**config.mk**
```make
export PLATFORM = sky130hd
export DESIGN_NAME = mxt_cfg
export DESIGN_NICKNAME = d
export VERILOG_FILES = /design/src/design/mxt_pkg.sv /design/src/design/mxt_cfg.sv
export SDC_FILE = /design/constraint.sdc
export NUM_CORES = 1
export LEC_CHECK = 0
export BUFFER_PORTS_ARGS = -buffer_cell sky130_fd_sc_hd__buf_4
export CORE_MARGIN = 3
export CORE_UTILIZATION = 32
export CTS_BUF_LIST = sky130_fd_sc_hd__clkbuf_8
export DETAILED_ROUTE_END_ITERATION = 6
export PLACE_DENSITY_LB_ADDON = 0.15
export SLEW_MARGIN = 40
export SYNTH_ARGS = -nofsm -noshare
export SYNTH_HDL_FRONTEND = slang
export SYNTH_SLANG_ARGS = --single-unit
export TNS_END_PERCENT = 30
```
**constraint.sdc**
```tcl
create_clock -name clk -period 2.5 [get_ports clk]
set_input_delay 0.75 -clock clk [delete_from_list [all_inputs] [get_ports clk]]
set_output_delay 0.75 -clock clk [all_outputs]
set_load 0.01 [all_outputs]
```
**src/design/mxt_pkg.sv**
```systemverilog
package mxt_pkg;

  // Value width and trie sizing
  localparam int VALUE_BITS = 16;
  localparam int CAPACITY   = 256;
  localparam int NODE_DEPTH = CAPACITY * VALUE_BITS + 1;

  localparam int NODE_W = $clog2(NODE_DEPTH);
  localparam int LVL_W  = $clog2(VALUE_BITS + 1);
  localparam int ITEM_W = $clog2(CAPACITY + 1);
  localparam int WORD_W = 2 * NODE_W;

  // Configuration port
  localparam int BC_W    = 5;
  localparam int BC_RST  = 16;
  localparam int ADDR_W  = 3;
  localparam int DATA_W  = 32;
  localparam logic REG_BIT_COUNT = 1'b0;

  // Result handed from the trie engine to the output stage
  typedef struct packed {
    logic [VALUE_BITS-1:0] best_xor;
    logic [VALUE_BITS-1:0] running_max;
    logic                  full;
  } res_t;

endpackage

```
**src/design/mxt_cfg.sv**
```systemverilog
module mxt_cfg (
  input  logic                             clk,
  input  logic                             rst,
  input  logic                             psel,
  input  logic                             penable,
  input  logic                             pwrite,
  input  logic [mxt_pkg::ADDR_W-1:0]       paddr,
  input  logic [mxt_pkg::DATA_W-1:0]       pwdata,
  output logic [mxt_pkg::DATA_W-1:0]       prdata,
  output logic                             pready,
  output logic [mxt_pkg::LVL_W-1:0]        eff_bits
);

  logic [mxt_pkg::BC_W-1:0] bit_count;
  logic                     sel_bc;

  assign pready = 1'b1;
  assign sel_bc = (paddr[2] == mxt_pkg::REG_BIT_COUNT);

  // Register write on the access phase
  always_ff @(posedge clk) begin
    if (rst) begin
      bit_count <= mxt_pkg::BC_W'(mxt_pkg::BC_RST);
    end else if (psel && penable && pwrite && pready && sel_bc) begin
      bit_count <= pwdata[mxt_pkg::BC_W-1:0];
    end
  end

  // Read back
  assign prdata = sel_bc ? {(mxt_pkg::DATA_W - mxt_pkg::BC_W)'(0), bit_count}
                         : '0;

  // Clamp the level count into one to the value width
  always_comb begin
    if (bit_count == '0) begin
      eff_bits = mxt_pkg::LVL_W'(1);
    end else if (int'(bit_count) > mxt_pkg::VALUE_BITS) begin
      eff_bits = mxt_pkg::LVL_W'(mxt_pkg::VALUE_BITS);
    end else begin
      eff_bits = mxt_pkg::LVL_W'(bit_count);
    end
  end

endmodule

```
==> impl_metrics.xml <==
<?xml version="1.0" encoding="UTF-8"?>
<metrics>
  <group name="status">
    <metric name="outcome" unit="">finished clean</metric>
  </group>
  <group name="floorplanning">
    <metric name="die_area" unit="um^2">2169</metric>
    <metric name="die_y" unit="um">46.57</metric>
    <metric name="floorplan.die.width" unit="um">46.57</metric>
    <metric name="pin_count" unit="">78</metric>
    <metric name="start_util" unit="">0.3456</metric>
    <metric name="rows" unit="">14</metric>
    <metric name="core_region_area" unit="um^2">1524</metric>
  </group>
  <group name="timing">
    <metric name="fin_crit" unit="ns">1.960</metric>
    <metric name="maxClockFrequency" unit="MHz">510.2</metric>
    <metric name="setup_viol_count_final" unit="">0</metric>
    <metric name="period_share" unit="">0.7841</metric>
    <metric name="hold_slack" unit="ns">0.4709</metric>
    <metric name="fin_worst_skew" unit="ns">0</metric>
    <metric name="fin_setup_tns" unit="ns">0</metric>
    <metric name="rsz0062_at_grt" unit="">no</metric>
    <metric name="final-hold-violation-count" unit="">0</metric>
    <metric name="drv_slew" unit="">0</metric>
  </group>
  <group name="cts">
    <metric name="ctsHoldBuffers" unit="">0</metric>
    <metric name="cts_buffers" unit="">3</metric>
    <metric name="depth_of_the_cts_h_tree" unit="">1</metric>
    <metric name="post_cts_buffers" unit="">0</metric>
    <metric name="cts.sink_count" unit="">5</metric>
    <metric name="cts-resized-gates" unit="">0</metric>
    <metric name="clock_tree.buffer_depth" unit="">2</metric>
    <metric name="clkSlewWorstSetupHoldPaths" unit="ns">0.04</metric>
    <metric name="ctsRootBufferMaster" unit="">sky130_fd_sc_hd__clkbuf_8</metric>
    <metric name="clock_tree_from_tritoncts" unit="">done</metric>
    <metric name="clk-insertion-delay-late" unit="ns">0.22</metric>
  </group>
  <group name="layout">
    <metric name="largest_register_ff_count" unit="">5</metric>
    <metric name="post_route_cells_drive_above_1_share" unit="">0.3214</metric>
    <metric name="area_taken_by_multi_input_logic_gates" unit="um^2">291.5</metric>
    <metric name="post-route-cell-area" unit="um^2">610.6</metric>
    <metric name="top_regs" unit="">bit_count (5)</metric>
    <metric name="sequential_cell_area" unit="um^2">100.1</metric>
    <metric name="largest_register" unit="">bit_count</metric>
    <metric name="final.fill_count" unit="">169</metric>
    <metric name="fin_nets" unit="">125</metric>
    <metric name="antennaDiodeCount" unit="">0</metric>
    <metric name="synthesis_to_finish_area_growth" unit="%">15.91</metric>
  </group>
  <group name="drt">
    <metric name="drtAntennaViolNets" unit="">0</metric>
    <metric name="number_of_drc_violations_after_detailed_routing_iteration_0" unit="">5</metric>
    <metric name="routed_wirelength" unit="um">902</metric>
    <metric name="drt_first_pass_iters" unit="">2</metric>
    <metric name="wire_length_per_cell" unit="um">9.020</metric>
    <metric name="post_drt_via_cell_ratio" unit="">3.540</metric>
    <metric name="vias" unit="">354</metric>
    <metric name="drt_drc_violations_left" unit="">0</metric>
  </group>
  <group name="global_routing">
    <metric name="gr-total-overflow" unit="">0</metric>
    <metric name="grt_usage" unit="">0.08149</metric>
    <metric name="grt_pass1_vias" unit="">286</metric>
    <metric name="grt_pass1_wl" unit="um">1228</metric>
    <metric name="antenna_found_initial" unit="">0</metric>
    <metric name="largest_net_degree_at_the_start_of_global_routing" unit="">11</metric>
  </group>
  <group name="synth">
    <metric name="synth.most_common_cell" unit="">sky130_fd_sc_hd__buf_4</metric>
    <metric name="area_of_the_mapped_netlist" unit="um^2">526.8</metric>
    <metric name="synth_top_cell_by_area" unit="">sky130_fd_sc_hd__buf_4</metric>
    <metric name="share_of_the_synthesized_area_in_the_top_cell_type" unit="">0.3990</metric>
    <metric name="avgSynthCellArea" unit="um^2">8.104</metric>
    <metric name="synthesis.yosys.warnings" unit="">0</metric>
    <metric name="synth.lib_cells_used.distinct" unit="">15</metric>
    <metric name="synth.yosys.seq_area_share" unit="">0.1900</metric>
    <metric name="syn-instance-count" unit="">65</metric>
    <metric name="synth.ff_latch_count" unit="">5</metric>
    <metric name="asyncSetResetFlopFracSynth" unit="">0</metric>
    <metric name="synthTopCellsByArea" unit="">sky130_fd_sc_hd__buf_4 40%, sky130_fd_sc_hd__dfxtp_1 19%, sky130_fd_sc_hd__mux2i_1 9.5%</metric>
    <metric name="synth_flop_cell" unit="">sky130_fd_sc_hd__dfxtp_1</metric>
    <metric name="synth.top_cells.by_count" unit="">28 x sky130_fd_sc_hd__buf_4, 8 x sky130_fd_sc_hd__nand2b_1, 5 x sky130_fd_sc_hd__dfxtp_1, 5 x sky130_fd_sc_hd__mux2i_1, 4 x sky130_fd_sc_hd__and2b_2</metric>
    <metric name="synth-edff-count" unit="">0</metric>
  </group>
  <group name="power_and_ir_drop">
    <metric name="vdd_ir_drop_max" unit="mV">0.2408</metric>
    <metric name="cellLeakagePower" unit="uW">0.0003286</metric>
    <metric name="power_density" unit="nW/um^2">454.1</metric>
  </group>
  <group name="flow_run">
    <metric name="maxCapViolCount" unit="">0</metric>
  </group>
  <group name="setup_path">
    <metric name="critPathRequiredTime" unit="ns">1.75</metric>
    <metric name="crit_end_element" unit="">primary output</metric>
    <metric name="critical_path_arrival" unit="ns">1.21</metric>
    <metric name="startpoint_type" unit="">register</metric>
    <metric name="crit_type" unit="">reg -&gt; out</metric>
    <metric name="critPathMaxFanout" unit="">4</metric>
  </group>
  <group name="placement">
    <metric name="globalplace.congestion" unit="">0.7275</metric>
    <metric name="hpwl" unit="um">735.9</metric>
    <metric name="detailed_place.area" unit="um^2">565.5</metric>
    <metric name="io_buffer_count" unit="">20</metric>
  </group>
  <group name="min_path">
    <metric name="holdCritPathClass" unit="">reg -&gt; reg</metric>
  </group>
</metrics>
## report_power, final
| group | internal [uW] | total [uW] | switching, uW | leakage (uW) |
|---|---|---|---|---|
| Sequential | 82.0 | 83.8 | 1.74 | 0.0000405 |
| Clock | 105 | 144 | 39.0 | 0.0000269 |
| Combinational | 20.1 | 49.2 | 29.1 | 0.000261 |
| Total | 207 | 277 | 69.9 | 0.000329 |
## routing by layer
| layer | routed length (um) | global-route usage |
|---|---|---|
| met5 | 0 | 0 |
| met4 | 0 | 0.05114 |
| met3 | 126 | 0.03125 |
| met2 | 439 | 0.1209 |
| met1 | 336 | 0.09700 |
## path summary, 6_finish.rpt
kind | endpoint | cells past startpoint | slack [ns] | start
setup reg to reg | bit_count[4] | 2 | 1.80 | bit_count[4]
hold reg to reg | bit_count[0] | 2 | 0.47 | bit_count[0]
setup / recovery | eff_bits[0] | 3 | 0.54 | bit_count[3]
hold / removal | bit_count[0] | 2 | 0.47 | bit_count[0]
## cell type report
| cell class | instances | area share |
|---|---|---|
| clock inverters | 1 | 0.006148 |
| clock buffers | 3 | 0.06762 |
| repair buffers | 20 | 0.2459 |
| flip-flops and latches | 5 | 0.1639 |
| multi-input cells | 54 | 0.4775 |
| inverters | 1 | 0.006148 |
| well taps | 16 | 0.03279 |
## worst max-delay path, stage by stage (launching register included)
cell and delay, ns:
sky130_fd_sc_hd__dfxtp_1 0.32, sky130_fd_sc_hd__or3_1 0.36, sky130_fd_sc_hd__a21oi_1 0.17, sky130_fd_sc_hd__buf_4 0.14
## placed cells by master, fill, tap and decap left out
cell type | Yosys | routed
sky130_fd_sc_hd__mux2i_1 | 5 | 5
sky130_fd_sc_hd__nor2b_1 | 3 | 3
sky130_fd_sc_hd__buf_4 | 28 | 20
sky130_fd_sc_hd__inv_1 | 1 | 2
sky130_fd_sc_hd__dfxtp_1 | 5 | 5
sky130_fd_sc_hd__clkbuf_8 | 0 | 3
sky130_fd_sc_hd__nor2_1 | 3 | 3
sky130_fd_sc_hd__conb_1 | 2 | 28
sky130_fd_sc_hd__or3_1 | 1 | 1
sky130_fd_sc_hd__and4b_1 | 1 | 1
sky130_fd_sc_hd__and2b_2 | 4 | 4
sky130_fd_sc_hd__a21oi_1 | 1 | 1
sky130_fd_sc_hd__nand2b_1 | 8 | 8
## logic make-up (layout without fill, tap and decap cells)
family / Yosys count / after routing / share of synthesized area
compound gates: 1 / 1 / 0.009492
other cells: 2 / 28 / 0.01426
flops: 5 / 5 / 0.1900
buf+inv: 32 / 25 / 0.4418
simple gates: 20 / 20 / 0.2494
mux: 5 / 5 / 0.09502
## stage by stage
| stage | utilization | instances | worst slack [ns] | power (uW) |
|---|---|---|---|---|
| floorplan | - | 91 | 0.7879 | 149.3 |
| global placement | 0.3711 | 96 | 0.5479 | 133.5 |
| detailed placement | 0.3711 | 96 | 0.5401 | 133.7 |
| CTS | 0.4007 | 100 | 0.5288 | 281.7 |
| global route | 0.4007 | 100 | 0.4869 | 296.9 |
| finish | 0.4007 | 100 | 0.5398 | 277.3 |
No activity file was read; power rests on OpenSTA's default activity.
